--- config.mk ---
export PLATFORM = sky130hd
export DESIGN_NAME = fre_sqrt_cell
export DESIGN_NICKNAME = d
export VERILOG_FILES = /design/src/rtl/fre_pkg.sv /design/src/rtl/fre_sqrt_cell.sv
export SDC_FILE = /design/constraint.sdc
export NUM_CORES = 1
export LEC_CHECK = 0
export BUFFER_PORTS_ARGS = -buffer_cell sky130_fd_sc_hd__buf_2
export CAP_MARGIN = 15
export CORE_AREA = 2 2 218 220
export DETAILED_ROUTE_END_ITERATION = 12
export DIE_AREA = 0 0 220 222
export SETUP_SLACK_MARGIN = 0.02
export SLEW_MARGIN = 10
export SYNTH_ARGS = -nofsm -noshare
export SYNTH_HDL_FRONTEND = slang
export SYNTH_SLANG_ARGS = --single-unit
--- constraint.sdc ---
create_clock -name i_clk -period 11.8 [get_ports i_clk]
set_clock_uncertainty 0.15 [all_clocks]
set_input_delay 1.77 -clock i_clk [delete_from_list [all_inputs] [get_ports i_clk]]
set_output_delay 1.77 -clock i_clk [all_outputs]
set_load 0.1 [all_outputs]
--- src/rtl/fre_pkg.sv ---
package fre_pkg;

    localparam int COORD_BITS = 11;
    localparam int FRAC_BITS  = 5;

    localparam int ENTRY_W  = 21;
    localparam int ROW_W    = 3 * ENTRY_W;
    localparam int RAY_W    = COORD_BITS + 23;
    localparam int NORM_W   = 31;
    localparam int SQ_W     = 2 * NORM_W;
    localparam int RAD_W    = 64;
    localparam int ROOT_W   = 32;
    localparam int REM_W    = ROOT_W + 2;
    localparam int CORD_W   = 36;
    localparam int ANG_W    = 18;
    localparam int TH_W     = 17;
    localparam int PROD_W   = TH_W + NORM_W;
    localparam int NUM_W    = PROD_W + 1;
    localparam int QUO_W    = 18;
    localparam int FOCAL_W  = 10;
    localparam int CTR_W    = 11;
    localparam int OFS_W    = FOCAL_W + TH_W;
    localparam int POS_W    = 30;
    localparam int FIDX_W   = 10;

    localparam int SQRT_STEPS   = RAD_W / 2;
    localparam int CORDIC_STEPS = 16;
    localparam int CSTEP_W      = 4;
    localparam int DIV_STEPS    = QUO_W;

    localparam logic [TH_W-1:0] HALF_PI_Q16 = TH_W'(102944);

    localparam logic [2:0] CFG_INV_ROW_X      = 3'd0;
    localparam logic [2:0] CFG_INV_ROW_Y      = 3'd1;
    localparam logic [2:0] CFG_INV_ROW_W      = 3'd2;
    localparam logic [2:0] CFG_FOCAL_LENGTH   = 3'd3;
    localparam logic [2:0] CFG_FRONT_CENTER_U = 3'd4;
    localparam logic [2:0] CFG_FRONT_CENTER_V = 3'd5;
    localparam logic [2:0] CFG_BACK_CENTER_U  = 3'd6;
    localparam logic [2:0] CFG_BACK_CENTER_V  = 3'd7;

    typedef struct packed {
        logic [COORD_BITS-1:0] col;
        logic [COORD_BITS-1:0] row;
    } t_in;

    typedef struct packed {
        logic signed [15:0]  src_u_int;
        logic signed [15:0]  src_v_int;
        logic [FIDX_W-1:0]   frac_index;
        logic                back_lens;
    } t_out;

    typedef struct packed {
        logic              valid;
        logic              back;
        logic              neg_u;
        logic              neg_v;
        logic              rho_zero;
        logic [NORM_W-1:0] ax;
        logic [NORM_W-1:0] ay;
        logic [NORM_W-1:0] aw;
        logic [ROOT_W-1:0] rho;
        logic [TH_W-1:0]   th;
    } t_side;

    typedef struct packed {
        t_side             side;
        logic [RAD_W-1:0]  rad;
        logic [REM_W-1:0]  rem;
        logic [ROOT_W-1:0] root;
    } t_sqrt;

    typedef struct packed {
        t_side                    side;
        logic signed [CORD_W-1:0] cx;
        logic signed [CORD_W-1:0] cy;
        logic signed [ANG_W-1:0]  z;
    } t_cord;

    typedef struct packed {
        t_side             side;
        logic [QUO_W-1:0]  num_u;
        logic [ROOT_W-1:0] rem_u;
        logic [QUO_W-1:0]  quo_u;
        logic [QUO_W-1:0]  num_v;
        logic [ROOT_W-1:0] rem_v;
        logic [QUO_W-1:0]  quo_v;
    } t_div;

    function automatic logic signed [ANG_W-1:0] atan_q16(input logic [CSTEP_W-1:0] step);
        logic signed [ANG_W-1:0] a;
        case (step)
            4'd0:    a = ANG_W'(51472);
            4'd1:    a = ANG_W'(30386);
            4'd2:    a = ANG_W'(16055);
            4'd3:    a = ANG_W'(8150);
            4'd4:    a = ANG_W'(4091);
            4'd5:    a = ANG_W'(2047);
            4'd6:    a = ANG_W'(1024);
            4'd7:    a = ANG_W'(512);
            4'd8:    a = ANG_W'(256);
            4'd9:    a = ANG_W'(128);
            4'd10:   a = ANG_W'(64);
            4'd11:   a = ANG_W'(32);
            4'd12:   a = ANG_W'(16);
            4'd13:   a = ANG_W'(8);
            4'd14:   a = ANG_W'(4);
            default: a = ANG_W'(2);
        endcase
        return a;
    endfunction

endpackage

--- src/rtl/fre_sqrt_cell.sv ---
module fre_sqrt_cell import fre_pkg::*; (
    input  logic  i_clk,
    input  logic  i_rst_n,
    input  logic  i_en,
    input  t_sqrt i_d,
    output t_sqrt o_d
);

    t_sqrt                r_d;
    t_sqrt                n_d;
    logic [REM_W+1:0]     trial_rem;
    logic [REM_W+1:0]     trial_sub;

    // one root bit per cell: bring down two radicand bits, try 4q+1
    always_comb begin
        n_d       = i_d;
        trial_rem = {i_d.rem, i_d.rad[RAD_W-1 -: 2]};
        trial_sub = (REM_W+2)'({i_d.root, 2'b01});
        n_d.rad   = {i_d.rad[RAD_W-3:0], 2'b00};
        if (trial_rem >= trial_sub) begin
            n_d.rem  = REM_W'(trial_rem - trial_sub);
            n_d.root = {i_d.root[ROOT_W-2:0], 1'b1};
        end else begin
            n_d.rem  = REM_W'(trial_rem);
            n_d.root = {i_d.root[ROOT_W-2:0], 1'b0};
        end
    end

    always_ff @(posedge i_clk) begin
        if (!i_rst_n) begin
            r_d.side.valid <= 1'b0;
        end else if (i_en) begin
            r_d <= n_d;
        end
    end

    assign o_d = r_d;

endmodule

==> results.json, run 1 <==
{
  "synthAdderAreaFrac": 0.03996,
  "routabilityCongestion": 0.8875,
  "leakage_nw": 6.490,
  "ant_nets": 0,
  "cts.clk_slew.worst_paths_ps": 50,
  "syn-cell-area_um2": 10650,
  "ctsLongestPathBuffers": 3,
  "fin_crit_sh": 0.4084,
  "syn_avg_cell_area_um2": 16.53,
  "synth_compound_area_frac": 0.08109,
  "cts_resized": 0,
  "drc": 0,
  "yosysSeqAreaShare": 0.7747,
  "initialDrtViolationCount": 368,
  "wl_mm": 41.79,
  "irDropWorstVdd_mv": 0.1057,
  "cts_setup_buffers": 0,
  "root_buffer": "clkbuf_16",
  "synth_cell_type_count": 58,
  "hp-class": "reg2reg",
  "largest_reg_flops": 275,
  "critPathLaunchType": "input pin",
  "vias_per_cell": 4.290,
  "grt.total_usage": 0.1627,
  "finalPower_mw": 2.984,
  "dr.pass1.iters": 5,
  "required_ps": 11930,
  "synth_edf_count": 274,
  "path_class": "in2reg",
  "finalCriticalPeriod_ps": 4819,
  "cp.arrival_ps": 4950,
  "slew_violations": 0,
  "clock_sinks": 275,
  "coreArea_um2": 46260,
  "crit_start": "i_d[7]",
  "path_max_fanout": 37,
  "p_per_area_nw_per_um2": 195.9,
  "synth_simple_gate_area_frac": 0.05242,
  "synth_xor_area_frac": 0.02303,
  "hpwl_mm": 33.22,
  "grt_pass1_wl_mm": 56.26,
  "fin_nets": 1540,
  "synthMuxAreaShare": 0.006934,
  "synth_flop_cell": "edfxtp_1",
  "overflow": 0,
  "synth_top_area_frac": 0.7728,
  "yosys_warnings": 0,
  "grt_antenna_before_repair": 24,
  "synth_top_family_by_area": "compound AO/OA/AOI/OAI gates",
  "fillers": 4684,
  "r2r_start": "o_d[276]",
  "slew_headroom": 0.3330,
  "finalHoldViolations": 0,
  "yosysTopAreaCell": "edfxtp_1",
  "wl_per_cell_um": 22.42,
  "vias": 7996,
  "fmax_ghz": 0.2075,
  "die_h_um": 222,
  "synthArstFlopShare": 0,
  "final_common_cell": "buf_2",
  "synth-seq-cells": 275,
  "grt_max_degree": 77,
  "final_layout_size_suffix_gt1_frac": 0.4924,
  "die_x_um": 220,
  "syn_inst": 644,
  "end_kind": "flop",
  "min-delay-start": "o_d[276]",
  "finalSetupTns_ps": 0,
  "htreeDepth": 2,
  "clkLatencyLatePin_ps": 530,
  "initial_utilization": 0.2301,
  "synthToLayoutAreaGrowth_pct": 43.06,
  "cts-hold-fix-buffers": 0,
  "cts_tree": "done",
  "final_cell_mix": "buf_2 (554), edfxtp_1 (274), nand2_1 (48)",
  "yosys-top-cells-area": "edfxtp_1 (77%), ha_1 (4.0%), nand2_1 (1.7%)",
  "io_buffer_count": 554,
  "cap_violations": 0,
  "rsz0062_at_grt": "false",
  "setup_violations": 0,
  "num_rows": 79,
  "dieArea_um2": 48840,
  "grt_pass1_vias": 7926,
  "status": "finished, final reports clean",
  "worst_slew_pin_slew_ps": 1001,
  "io_pins": 557,
  "cts-buffers-inserted": 35
}
-- area by class of cell --
| cell class | instances | area [um^2] | area share |
|---|---|---|---|
| Sequential cell | 275 | 8248 | 0.5415 |
| Clock buffer | 45 | 933.4 | 0.06128 |
| Clock inverter | 17 | 137.6 | 0.009036 |
| Tap cell | 607 | 759.5 | 0.04986 |
| Antenna cell | 6 | 15.01 | 0.0009858 |
| Timing Repair Buffer | 558 | 2803 | 0.1840 |
| Multi-Input combinational cell | 314 | 2177 | 0.1429 |
| Inverter | 42 | 157.7 | 0.01035 |
-- synthesized netlist by cell type, types with 2 or more instances --
| cell type | n |
|---|---|
| nand4_1 | 7 |
| o31a_1 | 2 |
| nand3_1 | 4 |
| o21ai_1 | 31 |
| and2_1 | 7 |
| o211ai_1 | 3 |
| ha_1 | 34 |
| clkbuf_1 | 5 |
| a21boi_0 | 2 |
| a31oi_1 | 5 |
| nand2b_1 | 6 |
| nand2_1 | 48 |
| mux2_1 | 3 |
| nor2b_1 | 3 |
| nor2_1 | 14 |
| and3_1 | 9 |
| xnor2_1 | 12 |
| o41ai_1 | 3 |
| edfxtp_1 | 274 |
| a21o_1 | 21 |
| a21oi_1 | 26 |
| a31o_1 | 2 |
| nor3_1 | 8 |
| buf_2 | 6 |
| mux2i_1 | 4 |
| a311oi_4 | 2 |
| inv_1 | 41 |
| o221ai_1 | 2 |
| buf_4 | 3 |
| xor2_1 | 16 |
| o21ai_0 | 12 |
| o31ai_1 | 3 |
-- routing by layer --
layer / up-vias / global-route usage / share of wire
li1: 3635 / - / -
met1: 3885 / 0.1724 / 0.36
met2: 365 / 0.2833 / 0.50
met3: 81 / 0.07353 / 0.11
met4: 30 / 0.05651 / 0.031
met5: - / 0 / 0.0045
-- worst max-delay path, cell delays in order --
cell and delay (ps):
buf_2 90, inv_1 40, ha_1 380, a21o_1 240, o41ai_1 450, o211ai_1 300, a211oi_1 350, o21a_2 480
buf_4 450, mux2_1 380
-- cell families after synthesis --
logic type	count (synthesis)
AOI/OAI and AO/OA	129
xor gates and xnor gates	28
adders and majority gates	34
buffers and inverters	56
DFF	275
muxes	7
other	1
and+or+nand+nor	114
-- worst paths after layout --
path / end / slack [ps] / depth (start not counted)
setup reg to reg: o_d[276] / 11040 / 2
hold / removal: o_d[276] / 400 / 2
hold reg to reg: o_d[276] / 400 / 2
setup / recovery: o_d[35] / 6980 / 10
-- report_power, final --
part	internal, mW	leakage (nW)	switching, mW	total, mW
clock	0.584	0.519	0.427	1.01
combinational	0.132	3.39	0.662	0.794
sequential	1.16	2.58	0.0184	1.18
total	1.88	6.49	1.11	2.98
-- metrics by stage --
stage                     instance area [um^2]  hold slack [ps]  instances  utilization  setup WS (ps)
final                                    15230            401.3       1864       0.3292           6981
after global routing                     15220            437.2       1860       0.3290           6706
after CTS                                15220            402.3       1858       0.3289           6977
after detailed placement                 14140            391.7       1796       0.3058           6395
after global placement                   14140            385.2       1796       0.3058           6547
after floorplan                          10650            830.7        645            -           3024
Power figures use the tool's default switching activity.
==> inputs of run 2 (changes only) <==
- clock period: 11.8 -> 4.3 ns (I/O delays scaled with it)
==> results.json, run 2 (synthesized netlist as in run 1, its figures left out) <==
{
  "holdPathStages": 1,
  "overflow": 0,
  "dieArea_um2": 48840,
  "routabilityCongestion": 0.8941,
  "wl_per_cell_um": 22.16,
  "cts-hold-fix-buffers": 0,
  "die_x_um": 220,
  "cts_setup_buffers": 0,
  "worst_slew_pin_slew_ps": 630.7,
  "leakage_nw": 6.635,
  "num_rows": 79,
  "ant_nets": 0,
  "r2r_slack_ps": 3470,
  "finalCriticalPeriod_ps": 3250,
  "finalHoldViolations": 0,
  "dr.pass1.iters": 5,
  "cts-buffers-inserted": 35,
  "end_kind": "flop",
  "clock_sinks": 275,
  "r2r_start": "o_d[276]",
  "critPathLaunchType": "input pin",
  "layout_setup_ws_ps": 1050,
  "rsz0062_at_grt": "false",
  "min_delay_worst_endpoint": "o_d[163]",
  "io_buffer_count": 554,
  "synthToLayoutAreaGrowth_pct": 45.78,
  "grt_pass1_wl_mm": 56.41,
  "slew_headroom": 0.5795,
  "setup_violations": 0,
  "cap_violations": 0,
  "io_pins": 557,
  "ctsLongestPathBuffers": 3,
  "fin_nets": 1544,
  "grt_pass1_vias": 8094,
  "grt_max_degree": 102,
  "initialDrtViolationCount": 457,
  "grt_antenna_before_repair": 20,
  "irDropWorstVdd_mv": 0.4061,
  "fin_crit_sh": 0.7558,
  "finalPower_mw": 8.765,
  "initial_utilization": 0.2301,
  "final_layout_size_suffix_gt1_frac": 0.5036,
  "post-place-ws_ps": 496.5,
  "htreeDepth": 2,
  "clkLatencyLatePin_ps": 550,
  "coreArea_um2": 46260,
  "final_common_cell": "buf_2",
  "final_cell_mix": "buf_2 (554), edfxtp_1 (274), nand2_1 (48)",
  "cp.arrival_ps": 3390,
  "wl_mm": 41.45,
  "r2r_cells": 2,
  "required_ps": 4440,
  "path_max_fanout": 25,
  "vias": 8008,
  "min-delay-start": "i_d[163]",
  "fillers": 4566,
  "finalSetupTns_ps": 0,
  "largest_reg_flops": 275,
  "hpwl_mm": 32.95,
  "path_class": "in2reg",
  "cts_tree": "done",
  "die_h_um": 222,
  "grt.total_usage": 0.1608,
  "fmax_ghz": 0.3077,
  "slew_violations": 0,
  "cts_resized": 0,
  "status": "finished, final reports clean",
  "hp-class": "in2reg",
  "root_buffer": "clkbuf_16",
  "drc": 0,
  "cts.clk_slew.worst_paths_ps": 60,
  "r2r_end": "o_d[276]",
  "p_per_area_nw_per_um2": 564.7,
  "vias_per_cell": 4.282
}
## run 2: cell types whose count changed in the layout (fill, tap and decap cells not counted), sizes merged
cell	before	now
inv	43	49
clkbuf	45	35
buf	558	562
clkinv	14	11
clkinvlp	1	2
bufinv	1	9
## run 2: how the worst max path moves through the flow
| stage | cells past startpoint | slack, ps | end | start |
|---|---|---|---|---|
| after floorplan | 10 | 1120 | o_d[35] | i_d[27] |
| after detailed placement | 10 | 500 | o_d[44] | i_d[7] |
| after global placement | 10 | 550 | o_d[63] | i_d[7] |
| after CTS | 10 | 1060 | o_d[63] | i_d[7] |
| after global routing | 10 | 770 | o_d[44] | i_d[7] |
| final | 10 | 1050 | o_d[63] | i_d[7] |
## run 2: cell type report
type | count | area [um^2] | share of cell area
Antenna cell | 6 | 15.01 | 0.0009674
Clock buffer | 35 | 875.8 | 0.05643
Clock inverter | 29 | 429.2 | 0.02765
Inverter | 42 | 157.7 | 0.01016
Multi-Input combinational cell | 314 | 2177 | 0.1403
Sequential cell | 275 | 8248 | 0.5314
Tap cell | 607 | 759.5 | 0.04894
Timing Repair Buffer | 562 | 2858 | 0.1841
## run 2: critical path: stages
cell,delay (ps)
buf_2,90
inv_1,40
ha_1,390
a21o_1,250
o41ai_1,430
o211ai_1,280
a211oi_1,300
o21a_2,470
buf_4,350
o41ai_1,120
## run 2: through the flow
stage	instance area [um^2]	hold slack, ps	cells	util
floorplan	10650	593.9	645	-
global placement	14200	403.7	1800	0.3070
detailed placement	14200	410.2	1800	0.3070
CTS	15500	59.55	1864	0.3352
global route	15510	82.74	1866	0.3353
finish	15520	105.6	1870	0.3355
## run 2: layer usage
| metal | up-vias | wire [um] | GRT usage |
|---|---|---|---|
| li1 | 3643 | - | - |
| met1 | 3886 | 15110 | 0.1721 |
| met2 | 387 | 21010 | 0.2838 |
| met3 | 80 | 3755 | 0.05665 |
| met4 | 12 | 1501 | 0.06906 |
| met5 | - | 66 | 0 |
## run 2: power breakdown
| group | leakage [nW] | total [mW] | switching [mW] | internal [mW] |
|---|---|---|---|---|
| Combinational | 3.42 | 2.18 | 1.81 | 0.369 |
| Clock | 0.637 | 3.35 | 1.28 | 2.07 |
| Sequential | 2.58 | 3.24 | 0.0531 | 3.18 |
| Total | 6.63 | 8.76 | 3.14 | 5.62 |
