### src/rtl/fre_pkg.sv
package fre_pkg;

    localparam int COORD_BITS = 11;
    localparam int FRAC_BITS  = 5;

    localparam int ENTRY_W  = 21;
    localparam int ROW_W    = 3 * ENTRY_W;
    localparam int RAY_W    = COORD_BITS + 23;
    localparam int NORM_W   = 31;
    localparam int SQ_W     = 2 * NORM_W;
    localparam int RAD_W    = 64;
    localparam int ROOT_W   = 32;
    localparam int REM_W    = ROOT_W + 2;
    localparam int CORD_W   = 36;
    localparam int ANG_W    = 18;
    localparam int TH_W     = 17;
    localparam int PROD_W   = TH_W + NORM_W;
    localparam int NUM_W    = PROD_W + 1;
    localparam int QUO_W    = 18;
    localparam int FOCAL_W  = 10;
    localparam int CTR_W    = 11;
    localparam int OFS_W    = FOCAL_W + TH_W;
    localparam int POS_W    = 30;
    localparam int FIDX_W   = 10;

    localparam int SQRT_STEPS   = RAD_W / 2;
    localparam int CORDIC_STEPS = 16;
    localparam int CSTEP_W      = 4;
    localparam int DIV_STEPS    = QUO_W;

    localparam logic [TH_W-1:0] HALF_PI_Q16 = TH_W'(102944);

    localparam logic [2:0] CFG_INV_ROW_X      = 3'd0;
    localparam logic [2:0] CFG_INV_ROW_Y      = 3'd1;
    localparam logic [2:0] CFG_INV_ROW_W      = 3'd2;
    localparam logic [2:0] CFG_FOCAL_LENGTH   = 3'd3;
    localparam logic [2:0] CFG_FRONT_CENTER_U = 3'd4;
    localparam logic [2:0] CFG_FRONT_CENTER_V = 3'd5;
    localparam logic [2:0] CFG_BACK_CENTER_U  = 3'd6;
    localparam logic [2:0] CFG_BACK_CENTER_V  = 3'd7;

    typedef struct packed {
        logic [COORD_BITS-1:0] col;
        logic [COORD_BITS-1:0] row;
    } t_in;

    typedef struct packed {
        logic signed [15:0]  src_u_int;
        logic signed [15:0]  src_v_int;
        logic [FIDX_W-1:0]   frac_index;
        logic                back_lens;
    } t_out;

    typedef struct packed {
        logic              valid;
        logic              back;
        logic              neg_u;
        logic              neg_v;
        logic              rho_zero;
        logic [NORM_W-1:0] ax;
        logic [NORM_W-1:0] ay;
        logic [NORM_W-1:0] aw;
        logic [ROOT_W-1:0] rho;
        logic [TH_W-1:0]   th;
    } t_side;

    typedef struct packed {
        t_side             side;
        logic [RAD_W-1:0]  rad;
        logic [REM_W-1:0]  rem;
        logic [ROOT_W-1:0] root;
    } t_sqrt;

    typedef struct packed {
        t_side                    side;
        logic signed [CORD_W-1:0] cx;
        logic signed [CORD_W-1:0] cy;
        logic signed [ANG_W-1:0]  z;
    } t_cord;

    typedef struct packed {
        t_side             side;
        logic [QUO_W-1:0]  num_u;
        logic [ROOT_W-1:0] rem_u;
        logic [QUO_W-1:0]  quo_u;
        logic [QUO_W-1:0]  num_v;
        logic [ROOT_W-1:0] rem_v;
        logic [QUO_W-1:0]  quo_v;
    } t_div;

    function automatic logic signed [ANG_W-1:0] atan_q16(input logic [CSTEP_W-1:0] step);
        logic signed [ANG_W-1:0] a;
        case (step)
            4'd0:    a = ANG_W'(51472);
            4'd1:    a = ANG_W'(30386);
            4'd2:    a = ANG_W'(16055);
            4'd3:    a = ANG_W'(8150);
            4'd4:    a = ANG_W'(4091);
            4'd5:    a = ANG_W'(2047);
            4'd6:    a = ANG_W'(1024);
            4'd7:    a = ANG_W'(512);
            4'd8:    a = ANG_W'(256);
            4'd9:    a = ANG_W'(128);
            4'd10:   a = ANG_W'(64);
            4'd11:   a = ANG_W'(32);
            4'd12:   a = ANG_W'(16);
            4'd13:   a = ANG_W'(8);
            4'd14:   a = ANG_W'(4);
            default: a = ANG_W'(2);
        endcase
        return a;
    endfunction

endpackage

### src/rtl/fre_cordic_cell.sv
module fre_cordic_cell import fre_pkg::*; (
    input  logic               i_clk,
    input  logic               i_rst_n,
    input  logic               i_en,
    input  logic [CSTEP_W-1:0] i_step,
    input  t_cord              i_d,
    output t_cord              o_d
);

    t_cord                    r_d;
    t_cord                    n_d;
    logic signed [CORD_W-1:0] sx;
    logic signed [CORD_W-1:0] sy;

    // vectoring rotation drives cy toward zero
    always_comb begin
        n_d = i_d;
        sx  = i_d.cx >>> i_step;
        sy  = i_d.cy >>> i_step;
        if (!i_d.cy[CORD_W-1]) begin
            n_d.cx = i_d.cx + sy;
            n_d.cy = i_d.cy - sx;
            n_d.z  = i_d.z + atan_q16(i_step);
        end else begin
            n_d.cx = i_d.cx - sy;
            n_d.cy = i_d.cy + sx;
            n_d.z  = i_d.z - atan_q16(i_step);
        end
    end

    always_ff @(posedge i_clk) begin
        if (!i_rst_n) begin
            r_d.side.valid <= 1'b0;
        end else if (i_en) begin
            r_d <= n_d;
        end
    end

    assign o_d = r_d;

endmodule

### config.mk
export PLATFORM = sky130hd
export DESIGN_NAME = fre_cordic_cell
export DESIGN_NICKNAME = d
export VERILOG_FILES = /design/src/rtl/fre_pkg.sv /design/src/rtl/fre_cordic_cell.sv
export SDC_FILE = /design/constraint.sdc
export NUM_CORES = 1
export LEC_CHECK = 0
export BUFFER_PORTS_ARGS = -buffer_cell sky130_fd_sc_hd__buf_4
export CAP_MARGIN = 20
export CORE_MARGIN = 5
export CORE_UTILIZATION = 40
export CTS_BUF_LIST = sky130_fd_sc_hd__clkbuf_8
export CTS_CLUSTER_DIAMETER = 50
export DETAILED_ROUTE_END_ITERATION = 10
export HOLD_SLACK_MARGIN = 0.05
export PLACE_DENSITY = 0.73
export SETUP_SLACK_MARGIN = 0.2
export SLEW_MARGIN = 20
export SYNTH_ARGS = -nofsm -noshare
export SYNTH_HDL_FRONTEND = slang
export SYNTH_SLANG_ARGS = --single-unit
### constraint.sdc
create_clock -name i_clk -period 10.75 [get_ports i_clk]
set_input_delay 0 -clock i_clk [delete_from_list [all_inputs] [get_ports i_clk]]
set_output_delay 0 -clock i_clk [all_outputs]
set_load 0.05 [all_outputs]
==> impl_metrics.tcl, run 1 <==
set metrics [dict create \
    dr_total_vias 17718 \
    place_ws_ns 3.74 \
    dieArea_um2 50800 \
    crit_reg_reg_startpoint "o_d[236]" \
    first_pass_iters 5 \
    crit_chain "buf_6 > buf_4 > mux4_2 > a2111oi_1 > o21bai_1 > a21oi_1 > nor3b_2 > nand3_1 > o21ai_0 > xor2_1 > ha_1 > nand2_1 > nor2_1 > a2111oi_0 > o21ai_0 > a311oi_1 > nor2_1 > a21o_1 > a21oi_1 > xnor2_1 > dlygate4sd3_1" \
    cts_made_buffers 44 \
    placedCellCount 2755 \
    fp-row-count 79 \
    worst-r2r-setup-slack_ns 9.53 \
    run_status "completed" \
    setup_viol 0 \
    wire_per_inst_um 24.2 \
    netlist.top_cell.by_area "edfxtp_1" \
    drtIter0Drc 1637 \
    ys_warn_count 0 \
    max-vdd-ir-drop_v 0.000117 \
    grt_pass1_wl_um 109000 \
    grt_antenna_before_repair 3 \
    dpl-instance-area_um2 22600 \
    cp_num_cells 21 \
    powerDensity_nw_per_um2 151 \
    final_cell_area_um2 25800 \
    synth_seq_area_share 0.383 \
    timing.critical_path.slowest_stage_cell "buf_4" \
    cap_viol_max_count 0 \
    postCtsHoldBufs 221 \
    grtUsageTotal 0.276 \
    grt_overflow 0 \
    layout_worst_path_cycle_share 0.606 \
    timing.slew.headroom 0.345 \
    synthCells 1738 \
    synth_compound_area_frac 0.158 \
    switching_share 0.392 \
    adder_cell_share_of_the_synthesized_area 0.0693 \
    critPathTopFamily "compound AO/OA/AOI/OAI gates" \
    report.final.slew_viol_count 0 \
    clk_root_buffer_cell "clkbuf_8" \
    worst-r2r-cell-count 3 \
    final_antenna_net_count 0 \
    synth.net_count 2083 \
    boundaryPins 481 \
    setup_slack_ns 4.23 \
    post_cts.repair.setup_buffers 0 \
    worstPathMaxFanout 59 \
    setup-tns-final_ns 0 \
    clk_latency_ns 0.58 \
    cts_htree_levels 2 \
    critPathRequiredTime_ns 11.11 \
    synth.lib_cells_used.distinct 89 \
    cts.sink_count 237 \
    signed_area_change_from_the_synthesized_netlist_to_the_final_layout_pct 38.9 \
    synthFlopType "edfxtp_1" \
    initial_utilization 0.401 \
    numPortBuffers 480 \
    synth.avg_cell_area_um2 10.7 \
    min_delay_path_depth 3 \
    placeableCoreArea_um2 46300 \
    number_of_enable_flip_flop_cells_after_synthesis 236 \
    layout.filler_cells 3928 \
    cp_slowest_stage_delay_ns 0.83 \
    drt-vias-per-instance 5.80 \
    synth_top_family_by_area "compound AO/OA/AOI/OAI gates" \
    final.setup_skew_ns 0 \
    finish.utilization 0.557 \
    vias_in_the_first_global_route 17576 \
    tightest_slew_ns 0.982 \
    cells_resized_by_post_cts_repair 0 \
    fmax_mhz 153 \
    yosys.area_share.simple 0.135 \
    power.leakage_nw 10.6 \
    setup.worst_path.start_class "primary input" \
    tritoncts "done" \
    critical_path.reg2reg.endpoint "o_d[236]" \
    place.detailed.hpwl_um 53800 \
    synth_area_um2 18500 \
    power.share.combinational 0.445 \
    synth-xor-area-share 0.0675 \
    cp.arrival_ns 6.88 \
    flip_flop_count_of_the_largest_register_all_copies_and_words_added 237 \
    die_h_um 225 \
    critical_path.endpoint_type "flop" \
    worstHoldStart "i_d[64]" \
    share_of_flip_flops_with_an_asynchronous_set_or_reset_after_synthesis 0 \
    internal-power_w 0.00237 \
    path_clk_slew_ns 0.06 \
    synth_area_leaders "edfxtp_1 38%, mux4_2 8.9%, ha_1 6.6%, xnor2_1 4.5%, nand2_1 3.3%" \
    ys_top_cells_by_count "236 x edfxtp_1, 163 x nand2_1, 124 x nor2_1, 121 x a21oi_1" \
    grt_start_max_net_pins 81 \
    critPathKind "in2reg" \
    synthDominantCellAreaShare 0.382 \
    worstHoldEndpoint "o_d[64]" \
    clock_tree.buffer_depth 3 \
    p_clk_frac 0.247 \
    drcViolationCount 0 \
    synthMostInstantiatedCell "edfxtp_1" \
    routabilityCongestion 0.968 \
    hold_path_class "in2reg" \
    nets 2760 \
    p_switching_w 0.00153 \
    die_w_um 225 \
    post_route_cells_drive_above_1_share 0.280 \
    fin_cells 3055 \
    wirelength_um 74000 \
    synth.mux.area_fraction 0.155 \
    finalHoldViolCount 0 \
    period_needed_ns 6.52 \
    seqPwrFrac 0.308 \
    timing.critical_path.buf_inv 3 \
    grt_setup_unrepaired "false" \
    ys_ff_latch 237 \
]
[area by class of cell]
| cell class | instances | area, µm² | share of cell area |
|---|---|---|---|
| flip-flops and latches | 237 | 7110 | 0.276 |
| well taps | 607 | 759 | 0.0295 |
| diodes | 2 | 5.00 | 0.000194 |
| multi-input cells | 1374 | 10900 | 0.422 |
| repair buffers | 714 | 5920 | 0.230 |
| inverters | 44 | 165 | 0.00641 |
| clock inverters | 33 | 337 | 0.0131 |
| clock buffers | 44 | 606 | 0.0235 |
[cells by family (layout without fill, tap and decap cells)]
group / Yosys count / after routing
mux: 165 / 165
xor+xnor: 142 / 142
other cells: 0 / 2
buf+inv: 127 / 835
simple gates: 514 / 514
flops: 237 / 237
fa+ha+maj: 101 / 101
compound gates: 452 / 452
[metrics by stage]
step / power (W) / hold slack, ns
finish: 0.00390 / 0.105
global route: 0.00409 / 0.0703
CTS: 0.00390 / 0.0508
detailed placement: 0.00283 / 0.179
global placement: 0.00282 / 0.178
floorplan: 0.00234 / 0.0989
[layer usage]
metal / part of all wire / global-route usage / vias to the layer above
met4: 0.051 / 0.122 / 0
met3: 0.076 / 0.0577 / 187
met1: 0.38 / 0.337 / 8593
met2: 0.49 / 0.473 / 892
met5: 0 / 0 / -
li1: - / - / 8046
[power groups by stage]
stage | clock network [W] | registers, W | logic, W
2_1_floorplan | 0 | 0.00156 | 0.000784
3_3_place_gp | 0 | 0.00121 | 0.00160
3_5_place_dp | 0 | 0.00122 | 0.00161
4_1_cts | 0.000982 | 0.00120 | 0.00172
5_1_grt | 0.00103 | 0.00121 | 0.00185
6_report | 0.000961 | 0.00120 | 0.00174
[worst min-delay path: stages]
cell and delay [ns]:
buf_4 0.16, ha_1 0.27, xnor2_1 0.16
[worst max-delay path by stage]
stage               slack [ns]       from  endpoint
floorplan                 4.78       i_en    o_d[0]
global placement          3.85  i_step[0]   o_d[89]
detailed placement        3.74  i_step[0]   o_d[89]
CTS                       4.32  i_step[0]   o_d[77]
global route              3.53  i_step[0]   o_d[77]
finish                    4.23  i_step[0]   o_d[77]
[cells in the final DEF, fill, tap and decap left out, types with 50 or more instances in the layout]
| master | instances |
|---|---|
| xnor2_1 | 96 |
| o21ai_0 | 98 |
| edfxtp_1 | 236 |
| dlygate4sd3_1 | 221 |
| mux4_2 | 73 |
| a21oi_1 | 121 |
| inv_1 | 50 |
| nor2_1 | 124 |
| nand2_1 | 163 |
| ha_1 | 98 |
| buf_4 | 492 |
(Power assumes the default switching activity.)
==> inputs of run 2 (changes only) <==
--- a/config.mk
+++ b/config.mk
@@ -13,7 +13,7 @@
 export CTS_CLUSTER_DIAMETER = 50
 export DETAILED_ROUTE_END_ITERATION = 10
 export HOLD_SLACK_MARGIN = 0.05
-export PLACE_DENSITY = 0.73
+export PLACE_DENSITY = 0.76
 export SETUP_SLACK_MARGIN = 0.2
 export SLEW_MARGIN = 20
 export SYNTH_ARGS = -nofsm -noshare
==> constraint.sdc (replaced) <==
create_clock -name i_clk -period 5.7 [get_ports i_clk]
set_input_delay 0 -clock i_clk [delete_from_list [all_inputs] [get_ports i_clk]]
set_output_delay 0 -clock i_clk [all_outputs]
set_load 0.05 [all_outputs]
==> run 2 against run 1 <==
Final cell count up 2.1%. Clock skew unchanged. Non-clock buffer count up 62. Critical path depth unchanged. Via count up 1.8%. Sequential share of layout area down 0.47 points. Flip-flop and latch count unchanged. Final area up 1.7%. Hold slack worse by 0.0047 ns. Register-to-register slack worse by 5.0 ns.
==> impl_metrics.tcl, run 2 (same netlist as run 1, synthesis figures left out) <==
set metrics [dict create \
    run_status "completed" \
    die_w_um 225 \
    final_cell_mix "546 x buf_4, 236 x edfxtp_1, 225 x dlygate4sd3_1" \
    commonest_non_fill_non_tap_cell_in_the_layout "buf_4" \
    crit_reg_reg_startpoint "o_d[236]" \
    clock_tree.buffer_depth 3 \
    worst-r2r-cell-count 3 \
    min_delay_path_depth 3 \
    worstHoldEndpoint "o_d[64]" \
    p_clk_frac 0.218 \
    drtIter0Drc 1669 \
    clk_latency_ns 0.59 \
    critical_path.endpoint_type "flop" \
    powerDensity_nw_per_um2 274 \
    setup_viol 0 \
    fmax_mhz 187 \
    hold_path_class "in2reg" \
    grt_start_max_net_pins 154 \
    timing.slew.headroom 0.354 \
    wire_per_inst_um 24.1 \
    critPathRequiredTime_ns 6.04 \
    setup.worst_path.start_class "primary input" \
    placeableCoreArea_um2 46300 \
    critPathTopFamily "compound AO/OA/AOI/OAI gates" \
    crit_chain "dlygate4sd3_1 > buf_4 > mux4_1 > mux4_2 > nor2_1 > and3_1 > and2_1 > nand4_1 > o21ai_1 > xnor2_1 > ha_1 > a21o_1 > a21o_1 > a21o_1 > a311oi_2 > nand3_1 > o21a_1 > a41o_1 > nor2_1 > xnor2_1 > dlygate4sd3_1" \
    switching_share 0.400 \
    wirelength_um 75200 \
    signed_area_change_from_the_synthesized_netlist_to_the_final_layout_pct 41.3 \
    dr_total_vias 18037 \
    max-vdd-ir-drop_v 0.000236 \
    detail_route.wirelength.met1_um 29300 \
    tritoncts "done" \
    worstHoldStart "i_d[64]" \
    layout.filler_cells 3848 \
    timing.hold.ws_ns 0.100 \
    final_antenna_net_count 0 \
    clk_root_buffer_cell "clkbuf_8" \
    critical-path-top-cell-by-count "a21o_1" \
    vias_in_the_first_global_route 17917 \
    period_needed_ns 5.35 \
    initial_utilization 0.401 \
    cap_viol_max_count 0 \
    critPathKind "in2reg" \
    drcViolationCount 0 \
    finalHoldViolCount 0 \
    cts.sink_count 237 \
    power.leakage_nw 10.8 \
    internal-power_w 0.00431 \
    drt-vias-per-instance 5.78 \
    routabilityCongestion 0.997 \
    numPortBuffers 480 \
    cts_htree_levels 2 \
    critical_path.reg2reg.endpoint "o_d[236]" \
    layout_worst_path_cycle_share 0.938 \
    grt_pass1_wl_um 110000 \
    met2RoutedLength_um 36900 \
    power.share.combinational 0.468 \
    fp-row-count 79 \
    dieArea_um2 50800 \
    timing.critical_path.slowest_stage_cell "mux4_1" \
    grt_antenna_before_repair 4 \
    nets 2821 \
    grt_setup_unrepaired "true" \
    post_route_cells_drive_above_1_share 0.299 \
    top_signal_layer_used "met5" \
    fin_cells 3118 \
    seqPwrFrac 0.315 \
    boundaryPins 481 \
    grtUsageTotal 0.279 \
    cp.arrival_ns 5.68 \
    cp_slowest_stage_delay_ns 0.59 \
    cts_made_buffers 43 \
    detailroute.wirelength.met3_um 5970 \
    path_clk_slew_ns 0.05 \
    worstPathMaxFanout 5 \
    worst-r2r-setup-slack_ns 4.49 \
    placedCellCount 2811 \
    timing.critical_path.buf_inv 3 \
    place.detailed.hpwl_um 55800 \
    die_h_um 225 \
    first_pass_iters 5 \
    grt_overflow 0 \
    p_switching_w 0.00287 \
    tightest_slew_ns 0.969 \
    report.final.slew_viol_count 0 \
    final.setup_skew_ns 0 \
    flip_flop_count_of_the_largest_register_all_copies_and_words_added 237 \
    setup-tns-final_ns 0 \
]
-- run 2: cell count changes in the layout (fill, tap and decap cells not counted), sizes merged, moves of 2 or more --
cell,change
bufinv,-5
clkinvlp,+2
buf,+58
clkinv,+4
dlygate4sd3,+4
-- run 2: final cells by class --
cell class / instances / area, µm² / area share
flip-flops and latches: 237 / 7110 / 0.271
well taps: 607 / 759 / 0.0290
clock inverters: 34 / 204 / 0.00778
multi-input cells: 1374 / 10900 / 0.416
inverters: 44 / 165 / 0.00630
repair buffers: 776 / 6440 / 0.246
clock buffers: 45 / 619 / 0.0236
diodes: 1 / 2.50 / 0.0000955
-- run 2: per-layer routing --
metal  vias up  GRT usage
met5         -          0
met4         4      0.103
met3       162     0.0603
met2       907      0.483
met1      8791      0.344
li1       8173          -
-- run 2: metrics by stage --
stage	area, µm²	utilization	total power (W)	setup WS, ns
CTS	26100	0.565	0.00716	0.344
detailed placement	23100	0.499	0.00540	0.193
global route	26200	0.566	0.00754	0.154
finish	26200	0.566	0.00718	0.354
global placement	23100	0.499	0.00536	0.309
floorplan	18600	-	0.00441	0.275
-- run 2: worst max path at each step --
stage / slack, ns / start / depth (start not counted) / endpoint
floorplan: 0.27 / i_step[3] / 25 / o_d[53]
global placement: 0.31 / i_step[0] / 23 / o_d[85]
detailed placement: 0.19 / i_step[0] / 23 / o_d[85]
CTS: 0.34 / i_d[32] / 22 / o_d[83]
global route: 0.15 / i_d[60] / 21 / o_d[51]
finish: 0.35 / i_d[74] / 21 / o_d[51]
-- run 2: worst reg2reg max path, stage by stage, from the launching register on --
cell and delay (ns):
dfxtp_1 0.38, mux2i_1 0.09, nor2b_1 0.13, dlygate4sd3_1 0.56
-- run 2: power groups by stage --
stage               combinational [W]  sequential (W)  clock [W]
finish                        0.00336         0.00226    0.00156
global route                  0.00356         0.00228    0.00170
CTS                           0.00331         0.00226    0.00160
detailed placement            0.00311         0.00229          0
global placement              0.00307         0.00229          0
floorplan                     0.00148         0.00292          0
-- run 2: what timing repair did --
item | in CTS | in global routing
hold endpoints to repair | 235 | 0
hold buffers | 225 | 0
buffers inserted | 0 | 2
gates resized for setup | 0 | 15
endpoints found under the setup margin | 0 | 2
