## config.mk

```make
export PLATFORM = sky130hd
export DESIGN_NAME = fre_div_cell
export DESIGN_NICKNAME = d
export VERILOG_FILES = /design/src/rtl/fre_pkg.sv /design/src/rtl/fre_div_cell.sv
export SDC_FILE = /design/constraint.sdc
export NUM_CORES = 1
export LEC_CHECK = 0
export CAP_MARGIN = 5
export CORE_AREA = 2 2 224 226
export CTS_CLUSTER_DIAMETER = 60
export DETAILED_ROUTE_END_ITERATION = 6
export DIE_AREA = 0 0 226 228
export DONT_BUFFER_PORTS = 1
export PLACE_DENSITY = 0.4
export SETUP_SLACK_MARGIN = 0.1
export SKIP_LAST_GASP = 1
export SLEW_MARGIN = 20
export SYNTH_ARGS = -nofsm -noshare
export SYNTH_HDL_FRONTEND = slang
export SYNTH_SLANG_ARGS = --single-unit
```

## constraint.sdc

```tcl
create_clock -name i_clk -period 8.65 [get_ports i_clk]
set_input_delay 0.865 -clock i_clk [delete_from_list [all_inputs] [get_ports i_clk]]
set_output_delay 0.865 -clock i_clk [all_outputs]
set_load 0.02 [all_outputs]
```

## src/rtl/fre_pkg.sv

```systemverilog
package fre_pkg;

    localparam int COORD_BITS = 11;
    localparam int FRAC_BITS  = 5;

    localparam int ENTRY_W  = 21;
    localparam int ROW_W    = 3 * ENTRY_W;
    localparam int RAY_W    = COORD_BITS + 23;
    localparam int NORM_W   = 31;
    localparam int SQ_W     = 2 * NORM_W;
    localparam int RAD_W    = 64;
    localparam int ROOT_W   = 32;
    localparam int REM_W    = ROOT_W + 2;
    localparam int CORD_W   = 36;
    localparam int ANG_W    = 18;
    localparam int TH_W     = 17;
    localparam int PROD_W   = TH_W + NORM_W;
    localparam int NUM_W    = PROD_W + 1;
    localparam int QUO_W    = 18;
    localparam int FOCAL_W  = 10;
    localparam int CTR_W    = 11;
    localparam int OFS_W    = FOCAL_W + TH_W;
    localparam int POS_W    = 30;
    localparam int FIDX_W   = 10;

    localparam int SQRT_STEPS   = RAD_W / 2;
    localparam int CORDIC_STEPS = 16;
    localparam int CSTEP_W      = 4;
    localparam int DIV_STEPS    = QUO_W;

    localparam logic [TH_W-1:0] HALF_PI_Q16 = TH_W'(102944);

    localparam logic [2:0] CFG_INV_ROW_X      = 3'd0;
    localparam logic [2:0] CFG_INV_ROW_Y      = 3'd1;
    localparam logic [2:0] CFG_INV_ROW_W      = 3'd2;
    localparam logic [2:0] CFG_FOCAL_LENGTH   = 3'd3;
    localparam logic [2:0] CFG_FRONT_CENTER_U = 3'd4;
    localparam logic [2:0] CFG_FRONT_CENTER_V = 3'd5;
    localparam logic [2:0] CFG_BACK_CENTER_U  = 3'd6;
    localparam logic [2:0] CFG_BACK_CENTER_V  = 3'd7;

    typedef struct packed {
        logic [COORD_BITS-1:0] col;
        logic [COORD_BITS-1:0] row;
    } t_in;

    typedef struct packed {
        logic signed [15:0]  src_u_int;
        logic signed [15:0]  src_v_int;
        logic [FIDX_W-1:0]   frac_index;
        logic                back_lens;
    } t_out;

    typedef struct packed {
        logic              valid;
        logic              back;
        logic              neg_u;
        logic              neg_v;
        logic              rho_zero;
        logic [NORM_W-1:0] ax;
        logic [NORM_W-1:0] ay;
        logic [NORM_W-1:0] aw;
        logic [ROOT_W-1:0] rho;
        logic [TH_W-1:0]   th;
    } t_side;

    typedef struct packed {
        t_side             side;
        logic [RAD_W-1:0]  rad;
        logic [REM_W-1:0]  rem;
        logic [ROOT_W-1:0] root;
    } t_sqrt;

    typedef struct packed {
        t_side                    side;
        logic signed [CORD_W-1:0] cx;
        logic signed [CORD_W-1:0] cy;
        logic signed [ANG_W-1:0]  z;
    } t_cord;

    typedef struct packed {
        t_side             side;
        logic [QUO_W-1:0]  num_u;
        logic [ROOT_W-1:0] rem_u;
        logic [QUO_W-1:0]  quo_u;
        logic [QUO_W-1:0]  num_v;
        logic [ROOT_W-1:0] rem_v;
        logic [QUO_W-1:0]  quo_v;
    } t_div;

    function automatic logic signed [ANG_W-1:0] atan_q16(input logic [CSTEP_W-1:0] step);
        logic signed [ANG_W-1:0] a;
        case (step)
            4'd0:    a = ANG_W'(51472);
            4'd1:    a = ANG_W'(30386);
            4'd2:    a = ANG_W'(16055);
            4'd3:    a = ANG_W'(8150);
            4'd4:    a = ANG_W'(4091);
            4'd5:    a = ANG_W'(2047);
            4'd6:    a = ANG_W'(1024);
            4'd7:    a = ANG_W'(512);
            4'd8:    a = ANG_W'(256);
            4'd9:    a = ANG_W'(128);
            4'd10:   a = ANG_W'(64);
            4'd11:   a = ANG_W'(32);
            4'd12:   a = ANG_W'(16);
            4'd13:   a = ANG_W'(8);
            4'd14:   a = ANG_W'(4);
            default: a = ANG_W'(2);
        endcase
        return a;
    endfunction

endpackage

```

## src/rtl/fre_div_cell.sv

```systemverilog
module fre_div_cell import fre_pkg::*; (
    input  logic i_clk,
    input  logic i_rst_n,
    input  logic i_en,
    input  t_div i_d,
    output t_div o_d
);

    t_div              r_d;
    t_div              n_d;
    logic [ROOT_W:0]   tu;
    logic [ROOT_W:0]   tv;
    logic [ROOT_W:0]   dd;

    // restoring division, one quotient bit per lane per cell
    always_comb begin
        n_d       = i_d;
        dd        = {1'b0, i_d.side.rho};
        tu        = {i_d.rem_u, i_d.num_u[QUO_W-1]};
        tv        = {i_d.rem_v, i_d.num_v[QUO_W-1]};
        n_d.num_u = {i_d.num_u[QUO_W-2:0], 1'b0};
        n_d.num_v = {i_d.num_v[QUO_W-2:0], 1'b0};
        if (tu >= dd) begin
            n_d.rem_u = ROOT_W'(tu - dd);
            n_d.quo_u = {i_d.quo_u[QUO_W-2:0], 1'b1};
        end else begin
            n_d.rem_u = ROOT_W'(tu);
            n_d.quo_u = {i_d.quo_u[QUO_W-2:0], 1'b0};
        end
        if (tv >= dd) begin
            n_d.rem_v = ROOT_W'(tv - dd);
            n_d.quo_v = {i_d.quo_v[QUO_W-2:0], 1'b1};
        end else begin
            n_d.rem_v = ROOT_W'(tv);
            n_d.quo_v = {i_d.quo_v[QUO_W-2:0], 1'b0};
        end
    end

    always_ff @(posedge i_clk) begin
        if (!i_rst_n) begin
            r_d.side.valid <= 1'b0;
        end else if (i_en) begin
            r_d <= n_d;
        end
    end

    assign o_d = r_d;

endmodule

```

==> results.py, run 1 <==
metrics = {
    "critical_path": {
        "cpPeakStageDelay_ps": 720,
        "cp_max_fo": 56,
        "crit_required_ps": 8930,
        "critPathTopFamily": "compound AO/OA/AOI/OAI gates",
        "worstSetupPathType": "input port to flop",
        "cp-start-kind": "input port",
        "crit_buf_inv": 2,
        "cp-end-kind": "flop",
        "cp.arrival_ps": 4040,
        "crit_chain": "inv_1, ha_1, nand4_1, a2111oi_0, o31ai_1, a31oi_2, and3_1, nor3_4, inv_2, mux2_1",
        "reg2reg_setup_slack_ps": 7890,
        "crit_slowest_cell": "inv_2",
    },
    "sta": {
        "drv_slew": 0,
        "post-route-period-util_pct": 43.4,
        "final_hold_viol_count": 0,
        "slew_headroom_pct": 36.3,
        "fmax_mhz": 266,
        "rsz0062_at_grt": "no",
        "clock_skew_ps": 0,
        "worst_pin_slew_ps": 955,
        "setup_viol": 0,
        "hold_ws_ps": 408,
        "fin_tns_setup_ps": 0,
        "min_period_ps": 3760,
    },
    "placed_design": {
        "place.gp.congestion": 0.906,
        "io_buffers": 0,
        "dpl.hpwl_um": 37100,
        "placed_area_mm2": 0.0141,
    },
    "synthesis": {
        "yosysWarningCount": 0,
        "synth_top_area_cell": "edfxtp_1",
        "synth_fa_ha_area_share_pct": 6.26,
        "syn_avg_cell_area_um2": 13.7,
        "synth_top_family_by_area": "compound AO/OA/AOI/OAI gates",
        "yosys-top-cells-area": "edfxtp_1 63%, ha_1 6.0%, mux2_4 3.2%",
        "synth_common_cells": "280 x edfxtp_1, 82 x a21oi_1, 68 x nor2_1",
        "yosysTopAreaCellShare_pct": 62.6,
        "synth.most_common_cell": "edfxtp_1",
        "synth_xor_area_share_pct": 2.87,
        "synthMuxAreaShare_pct": 4.19,
        "synthFlopType": "edfxtp_1",
        "ys_ff_latch": 281,
        "synth_compound_area_share_pct": 12.3,
        "yosys.area_share.simple_pct": 8.14,
        "syn_inst": 984,
        "seq_area_frac_synth_pct": 62.7,
        "synth-async-reset-ratio_pct": 0,
        "syn_area_mm2": 0.0134,
        "synth_edf_count": 280,
        "synth.distinct_cells": 83,
    },
    "route": {
        "drc_errors": 0,
        "first_pass_iters": 4,
        "ant_nets": 0,
        "num_vias": 8318,
        "drt-initial-drc-count": 391,
        "routed_via_density": 4.91,
        "routedWlPerCell_um": 27.5,
        "routed_wl_um": 46600,
    },
    "floorplanning": {
        "core_area_mm2": 0.0493,
        "dieArea_mm2": 0.0515,
        "start_util_pct": 27.2,
        "ios": 569,
        "chipHeight_um": 228,
        "rows": 82,
        "die_w_um": 226,
    },
    "grt": {
        "grt_usage_pct": 17.3,
        "grt_pass1_vias": 8307,
        "grt_overflow": 0,
        "grt_pass1_wl_um": 63000,
        "antenna_found_initial": 9,
        "grt_max_degree": 72,
    },
    "finish": {
        "syn_to_final_growth_pct": 13.3,
        "stdcell_area_mm2": 0.0152,
        "drive_above_1_share_pct": 10.8,
        "nets": 1346,
        "nFillCells": 4918,
        "largest_reg_flops": 281,
    },
    "cts": {
        "cts_buffer_depth": 3,
        "cts_resized": 0,
        "clock-sinks": 281,
        "post_cts_buffers": 0,
        "ctsHoldBuffers": 0,
        "cts_htree_levels": 2,
        "cts_tree": "done",
        "clkSlewWorstSetupHoldPaths_ps": 60,
        "cts_buffers": 37,
        "cts-root-buf": "clkbuf_16",
        "clk_latency_ps": 550,
    },
    "power_and_ir_drop": {
        "ir_worst_vdd_mv": 0.129,
        "switchingPower_w": 0.00107,
        "power_density_mw_per_mm2": 247,
        "comb_power_share_pct": 12.2,
        "swShare_pct": 28.5,
        "clkPwrFrac_pct": 38.9,
        "p_seq_share_pct": 48.8,
        "internal-power_w": 0.00269,
        "leakagePower_nw": 5.61,
    },
    "run": {
        "drv_cap": 0,
    },
    "min_path": {
        "worstHoldPathType": "input port to flop",
    },
    "outcome": {
        "status": "completed",
    },
}
[power by group through the flow]
stage | Combinational (W) | Sequential (W) | Clock [W]
final | 0.000460 | 0.00183 | 0.00146
after global routing | 0.000507 | 0.00184 | 0.00156
after CTS | 0.000464 | 0.00184 | 0.00151
after detailed placement | 0.000461 | 0.00187 | 0
after global placement | 0.000461 | 0.00187 | 0
after floorplan | 0.000373 | 0.00183 | 0
[final timing paths]
kind	startpoint	end	cells past startpoint
max	i_d[162]	o_d[33]	10
min	i_d[281]	o_d[281]	0
max reg2reg	o_d[282]	o_d[282]	2
min reg2reg	o_d[282]	o_d[282]	2
[area by class of cell]
cell class | count | area, um^2 | share of cell area (%)
repair buffers | 4 | 30.0 | 0.197
inverters | 56 | 215 | 1.41
well taps | 672 | 841 | 5.52
diodes | 3 | 7.51 | 0.0493
clock inverters | 22 | 214 | 1.41
multi-input cells | 614 | 4540 | 29.8
flip-flops and latches | 281 | 8430 | 55.4
clock buffers | 41 | 941 | 6.18
[layer usage]
layer	GRT usage [%]	share of wire, %
met1	18.4	37
met2	30.7	51
met3	6.70	8.6
met4	6.02	3.2
met5	0	0.20
[cells in the final DEF (no fill, tap or decap), drive strengths merged, types with 17 or more instances in the layout]
cell / n
xnor2: 26
mux2: 35
nor3: 17
clkbuf: 41
ha: 64
nor2: 68
a21oi: 83
nand2: 46
a21o: 36
xor2: 18
o21ai: 42
inv: 63
edfxtp: 280
[metrics by stage]
stage               utilization (%)  power (W)  instances  setup WS, ps
floorplan                         -    0.00221        985           789
detailed placement             28.5    0.00233       1627          4240
CTS                            30.8    0.00382       1690          4820
global route                   30.8    0.00391       1692          4700
finish                         30.8    0.00376       1693          4890
global placement               28.5    0.00233       1627          4230
[cells by family after synthesis]
family,count (synthesis)
flip-flops,281
AND/OR/NAND/NOR,218
adder cells (fa/ha/maj),66
buffers and inverters,90
multiplexers,41
other,1
XOR/XNOR,44
AO/OA/AOI/OAI,243
Note: power is estimated with default switching activity, not from simulation.
==> run 2: changes to the inputs <==
==> constraint.sdc (replaced) <==
create_clock -name i_clk -period 3.55 [get_ports i_clk]
set_input_delay 0.355 -clock i_clk [delete_from_list [all_inputs] [get_ports i_clk]]
set_output_delay 0.355 -clock i_clk [all_outputs]
set_load 0.02 [all_outputs]
==> run 2 against run 1 <==
Against the previous run: sequential cell count unchanged; first-iteration DRC count up 40%; register-to-register slack worse by 5600 ps; global-route usage up 2.1 points.
==> results.py, run 2 (synthesis gave the netlist of run 1 again) <==
metrics = {
    "power_and_ir_drop": {
        "switchingPower_w": 0.00277,
        "clkPwrFrac_pct": 39.0,
        "finalPower_w": 0.00970,
        "internal-power_w": 0.00694,
        "p_seq_share_pct": 46.2,
        "ir_worst_vdd_mv": 0.314,
        "swShare_pct": 28.5,
        "power_density_mw_per_mm2": 535,
        "comb_power_share_pct": 14.8,
        "leakagePower_nw": 6.90,
    },
    "sta": {
        "min_period_ps": 2720,
        "final_hold_viol_count": 0,
        "post-route-period-util_pct": 76.6,
        "drv_slew": 0,
        "worst_pin_slew_ps": 867,
        "fmax_mhz": 368,
        "fin_tns_setup_ps": 0,
        "slew_headroom_pct": 42.2,
        "rsz0062_at_grt": "no",
        "setup_viol": 0,
        "clock_skew_ps": 0,
    },
    "critical_path": {
        "cpPeakStageDelay_ps": 450,
        "timing.rr.start": "o_d[282]",
        "cp-end-kind": "flop",
        "crit_chain": "inv_1, ha_1, and4_4, and4_1, o311ai_2, a21oi_2, o21bai_1, a21oi_1, o21ai_4, inv_6, buf_12, mux2_4",
        "critPathTopFamily": "compound AO/OA/AOI/OAI gates",
        "crit_slowest_cell": "ha_1",
        "cp.arrival_ps": 3010,
        "cp-start-kind": "input port",
        "reg2reg_to": "o_d[282]",
        "crit_required_ps": 3840,
        "cp_max_fo": 14,
        "crit_buf_inv": 3,
        "r2r_cells": 3,
        "reg2reg_setup_slack_ps": 2260,
        "worstSetupPathType": "input port to flop",
    },
    "floorplanning": {
        "dieArea_mm2": 0.0515,
        "ios": 569,
        "start_util_pct": 27.2,
        "core_area_mm2": 0.0493,
        "chipHeight_um": 228,
        "rows": 82,
        "die_w_um": 226,
    },
    "grt": {
        "grt_max_degree": 61,
        "grt_overflow": 0,
        "antenna_found_initial": 2,
        "grt_pass1_wl_um": 71400,
        "grt_usage_pct": 19.4,
        "grt_pass1_vias": 9920,
    },
    "route": {
        "drc_errors": 0,
        "num_vias": 9492,
        "routed_via_density": 4.80,
        "routedWlPerCell_um": 26.0,
        "first_pass_iters": 5,
        "ant_nets": 0,
        "drt-initial-drc-count": 546,
        "routed_wl_um": 51500,
    },
    "min_path": {
        "worstHoldPathType": "input port to flop",
        "hold_path_startpoint": "i_d[103]",
        "hold_end": "o_d[104]",
        "holdPathStages": 1,
    },
    "finish": {
        "fin_util_pct": 36.7,
        "antenna_cells": 0,
        "nets": 1629,
        "final_cell_mix": "280 x edfxtp_1, 245 x dlygate4sd3_1, 82 x a21oi_1",
        "drive_above_1_share_pct": 11.4,
        "syn_to_final_growth_pct": 34.9,
        "stdcell_area_mm2": 0.0181,
        "largest_reg_flops": 281,
        "final_common_cell": "edfxtp_1",
    },
    "cts": {
        "clk_latency_ps": 540,
        "cts_htree_levels": 2,
        "cts_tree": "done",
        "cts_resized": 0,
        "cts-root-buf": "clkbuf_16",
        "clock-sinks": 281,
        "clkSlewWorstSetupHoldPaths_ps": 60,
        "cts_buffers": 38,
        "cts_buffer_depth": 3,
    },
    "placed_design": {
        "io_buffers": 0,
        "dpl.hpwl_um": 39100,
        "place.gp.congestion": 0.893,
        "placed_area_mm2": 0.0144,
    },
    "outcome": {
        "status": "completed",
    },
    "run": {
        "drv_cap": 0,
    },
}
==> run 2: cell count changes in the layout (fill, tap and decap cells not counted), moves of 3 or more <==
| cell | change |
|---|---|
| dlygate4sd3_1 | +245 |
| buf_4 | +30 |
| buf_12 | +7 |
| inv_8 | +4 |
| diode_2 | -3 |
| clkbuf_1 | +3 |
==> run 2: final cells by class <==
class | count | area [um^2]
flip-flops and latches | 281 | 8430
well taps | 672 | 841
inverters | 56 | 215
clock inverters | 25 | 270
fillers | 4712 | 31200
multi-input cells | 614 | 4540
clock buffers | 45 | 977
repair buffers | 286 | 2850
==> run 2: power by group through the flow <==
stage	Sequential [W]	Clock, W	Combinational, W
2_1_floorplan	0.00444	0	0.000910
3_3_place_gp	0.00457	0	0.00120
3_5_place_dp	0.00456	0	0.00119
4_1_cts	0.00450	0.00388	0.00144
5_1_grt	0.00450	0.00402	0.00158
6_report	0.00448	0.00379	0.00143
==> run 2: routing by layer <==
| metal | share of wire (%) | vias to the layer above | track usage (%) |
|---|---|---|---|
| met5 | 0.052 | - | 0 |
| met4 | 3.5 | 4 | 6.85 |
| met3 | 7.0 | 72 | 5.47 |
| met2 | 51 | 391 | 34.8 |
| met1 | 38 | 4686 | 21.8 |
| li1 | - | 4339 | - |
==> run 2: worst max path at each step <==
stage	startpoint	end	cells past startpoint
after detailed placement	i_d[179]	o_d[105]	10
final	i_d[163]	o_d[105]	12
after global routing	i_d[179]	o_d[95]	10
after floorplan	i_d[180]	o_d[100]	10
after CTS	i_d[179]	o_d[105]	10
after global placement	i_d[179]	o_d[92]	10
==> run 2: worst reg2reg max path: stages (launching register included) <==
cell and delay (ps):
dfxtp_1 460, mux2i_1 110, nor2b_1 110, dlygate4sd3_1 550
==> run 2: what timing repair did <==
action                    4_1_cts  5_1_grt
hold buffers                  245        0
hold endpoints to repair      244        0
setup buffers                   0        0
==> run 2: stage by stage <==
| stage | hold slack, ps | std cells | worst slack (ps) |
|---|---|---|---|
| 4_1_cts | 1.72 | 1979 | 785 |
| 5_1_grt | 7.29 | 1979 | 693 |
| 3_5_place_dp | 454 | 1664 | 190 |
| 3_3_place_gp | 454 | 1664 | 219 |
| 6_report | 32.8 | 1979 | 831 |
| 2_1_floorplan | 454 | 985 | 751 |
==> run 3: changes to the inputs <==
--- a/config.mk
+++ b/config.mk
@@ -5,13 +5,14 @@
 export SDC_FILE = /design/constraint.sdc
 export NUM_CORES = 1
 export LEC_CHECK = 0
+export ABC_AREA = 1
 export CAP_MARGIN = 5
-export CORE_AREA = 2 2 224 226
+export CORE_AREA = 2 2 222 224
 export CTS_CLUSTER_DIAMETER = 60
 export DETAILED_ROUTE_END_ITERATION = 6
-export DIE_AREA = 0 0 226 228
+export DIE_AREA = 0 0 224 226
 export DONT_BUFFER_PORTS = 1
-export PLACE_DENSITY = 0.4
+export PLACE_DENSITY = 0.44
 export SETUP_SLACK_MARGIN = 0.1
 export SKIP_LAST_GASP = 1
 export SLEW_MARGIN = 20
==> constraint.sdc (replaced) <==
create_clock -name i_clk -period 2.57 [get_ports i_clk]
set_input_delay 0.257 -clock i_clk [delete_from_list [all_inputs] [get_ports i_clk]]
set_output_delay 0.257 -clock i_clk [all_outputs]
set_load 0.02 [all_outputs]
==> run 3 against run 2 <==
Against the previous run: critical path depth stayed put; combinational power is 43% higher; worst hold slack better by 44 ps; wire length is 4.7% higher; sequential cell count stayed put; critical path type unchanged.
==> results.py, run 3 <==
metrics = {
    "outcome": {
        "status": "completed",
    },
    "critical_path": {
        "worstSetupPathType": "input port to flop",
        "crit_chain": "inv_1, ha_1, nand2_1, nor2_1, nand2_1, nor3_1, nand2_1, nand3_1, nor2_2, buf_4, nand3_1, nand2_1",
        "cp-end-kind": "flop",
        "cpMostUsedCell": "nand2_1",
        "critPathTopFamily": "simple AND/OR/NAND/NOR gates",
        "cpPeakStageDelay_ps": 430,
        "cp.arrival_ps": 2260,
        "crit_slowest_cell": "nor2_2",
        "crit_buf_inv": 2,
        "crit_required_ps": 2980,
        "cp_max_fo": 10,
        "reg2reg_setup_slack_ps": 1260,
        "cp-start-kind": "input port",
    },
    "floorplanning": {
        "rows": 81,
        "ios": 569,
        "core_area_mm2": 0.0483,
        "chipHeight_um": 226,
        "start_util_pct": 30.8,
        "dieArea_mm2": 0.0506,
        "die_w_um": 224,
    },
    "sta": {
        "fmax_mhz": 540,
        "clock_skew_ps": 0,
        "min_period_ps": 1850,
        "post-route-period-util_pct": 72.1,
        "setup_viol": 0,
        "drv_slew": 0,
        "worst_pin_slew_ps": 638,
        "rsz0062_at_grt": "no",
        "slew_headroom_pct": 57.5,
        "fin_tns_setup_ps": 0,
        "final_hold_viol_count": 0,
    },
    "route": {
        "wl_met1_um": 20600,
        "wl_met3_um": 3100,
        "num_vias": 12100,
        "ant_nets": 0,
        "drt-initial-drc-count": 638,
        "drc_errors": 0,
        "top_layer_used": "met4",
        "routedWlPerCell_um": 20.4,
        "routed_wl_um": 53900,
        "routed_via_density": 4.56,
        "first_pass_iters": 5,
        "wl_met2_um": 28900,
    },
    "synthesis": {
        "synth.most_common_cell": "nand2_1",
        "synth.distinct_cells": 31,
        "synth_common_cells": "664 x nand2_1, 307 x inv_1, 280 x edfxtp_1",
        "yosys-top-cells-area": "edfxtp_1 56%, nand2_1 17%, inv_1 7.7%",
        "seq_area_frac_synth_pct": 56.6,
        "ys_ff_latch": 281,
        "syn_inst": 1669,
        "yosysTopAreaCellShare_pct": 56.4,
        "synth_edf_count": 280,
        "synth-async-reset-ratio_pct": 0,
        "synth_top_area_cell": "edfxtp_1",
        "synthFlopType": "edfxtp_1",
        "yosysWarningCount": 0,
        "syn_avg_cell_area_um2": 8.93,
        "syn_area_mm2": 0.0149,
    },
    "finish": {
        "multi_input_area_mm2": 0.00515,
        "nets": 2346,
        "final_cell_mix": "663 x nand2_1, 306 x inv_1, 280 x edfxtp_1",
        "regArea_mm2": 0.00843,
        "nFillCells": 4719,
        "largest_reg_flops": 281,
        "syn_to_final_growth_pct": 33.8,
        "drive_above_1_share_pct": 5.68,
        "final_common_cell": "nand2_1",
    },
    "run": {
        "drv_cap": 0,
    },
    "grt": {
        "antenna_found_initial": 1,
        "grt_usage_pct": 20.6,
        "grt_overflow": 0,
        "grt_pass1_vias": 12300,
        "grt_max_degree": 107,
        "grt_pass1_wl_um": 76900,
    },
    "cts": {
        "cts_tree": "done",
        "cts-root-buf": "clkbuf_16",
        "clkSlewWorstSetupHoldPaths_ps": 60,
        "clock-sinks": 281,
        "cts_resized": 0,
        "clk_latency_ps": 550,
        "cts_buffer_depth": 3,
        "post_cts_buffers": 0,
        "cts_htree_levels": 2,
        "cts_buffers": 40,
    },
    "placed_design": {
        "dpl.hpwl_um": 40300,
        "place.gp.congestion": 0.903,
        "io_buffers": 0,
    },
    "power_and_ir_drop": {
        "leakagePower_nw": 9.16,
        "ir_worst_vdd_mv": 0.466,
        "finalPower_w": 0.0137,
        "power_density_mw_per_mm2": 688,
    },
    "min_path": {
        "worstHoldPathType": "input port to flop",
    },
}
==> run 3: where the power goes <==
group / leakage (nW) / switching, W / internal, W / total (W)
registers: 2.62 / 0.000611 / 0.00551 / 0.00612
clock network: 0.652 / 0.00216 / 0.00340 / 0.00556
logic: 5.88 / 0.00123 / 0.000814 / 0.00204
==> run 3: what timing repair did <==
item	CTS	global route
endpoints found under the hold margin	278	0
hold buffers	279	0
endpoints found under the setup margin	0	0
==> run 3: worst reg2reg max path, delay by kind of cell, from the launching register on <==
| kind | cells | cell delay (ps) |
|---|---|---|
| DFF | 1 | 460 |
| AOI/OAI and AO/OA | 2 | 240 |
| buffers and inverters | 1 | 560 |
==> run 3: layout make-up <==
class,instances,area share (%)
inverters,309,5.84
clock buffers,47,5.26
flip-flops and latches,281,42.3
repair buffers,302,15.4
diodes,1,0.0126
multi-input cells,1060,25.8
well taps,622,3.90
clock inverters,24,1.49
==> run 3: through the flow <==
step / hold WS, ps / setup slack, ps / instances / utilization, % / instance area [um^2]
after floorplan: 350 / -2300 / 1670 / - / 14900
after global placement: 356 / 140 / 2295 / 32.7 / 15800
after global routing: 24.4 / 525 / 2646 / 41.2 / 19900
final: 77.2 / 718 / 2646 / 41.2 / 19900
after CTS: 4.55 / 692 / 2645 / 41.2 / 19900
after detailed placement: 355 / 111 / 2295 / 32.7 / 15800
==> run 3: final timing paths <==
path | start | endpoint | cells past startpoint
worst max-delay path | i_d[170] | o_d[112] | 12
worst min-delay path | i_d[116] | o_d[117] | 2
worst max register to register | o_d[282] | o_d[282] | 3
worst min register to register | o_d[282] | o_d[282] | 3
==> run 3: logic make-up (layout without fill, tap and decap cells) <==
logic type | count (synthesis) | in the layout | share of synthesized area (%)
XOR/XNOR | 28 | 28 | 1.65
buffers and inverters | 329 | 682 | 9.01
other | 1 | 3 | 0.0252
AO/OA/AOI/OAI | 40 | 40 | 1.39
AND/OR/NAND/NOR | 924 | 924 | 25.7
adder cells (fa/ha/maj) | 66 | 66 | 5.64
flip-flops | 281 | 281 | 56.6
==> run 3: per-layer routing <==
metal | vias to the layer above | GRT usage (%)
met5 | - | 0
met4 | 0 | 6.00
met3 | 64 | 4.62
met2 | 387 | 39.4
met1 | 5649 | 22.8
li1 | 5967 | -
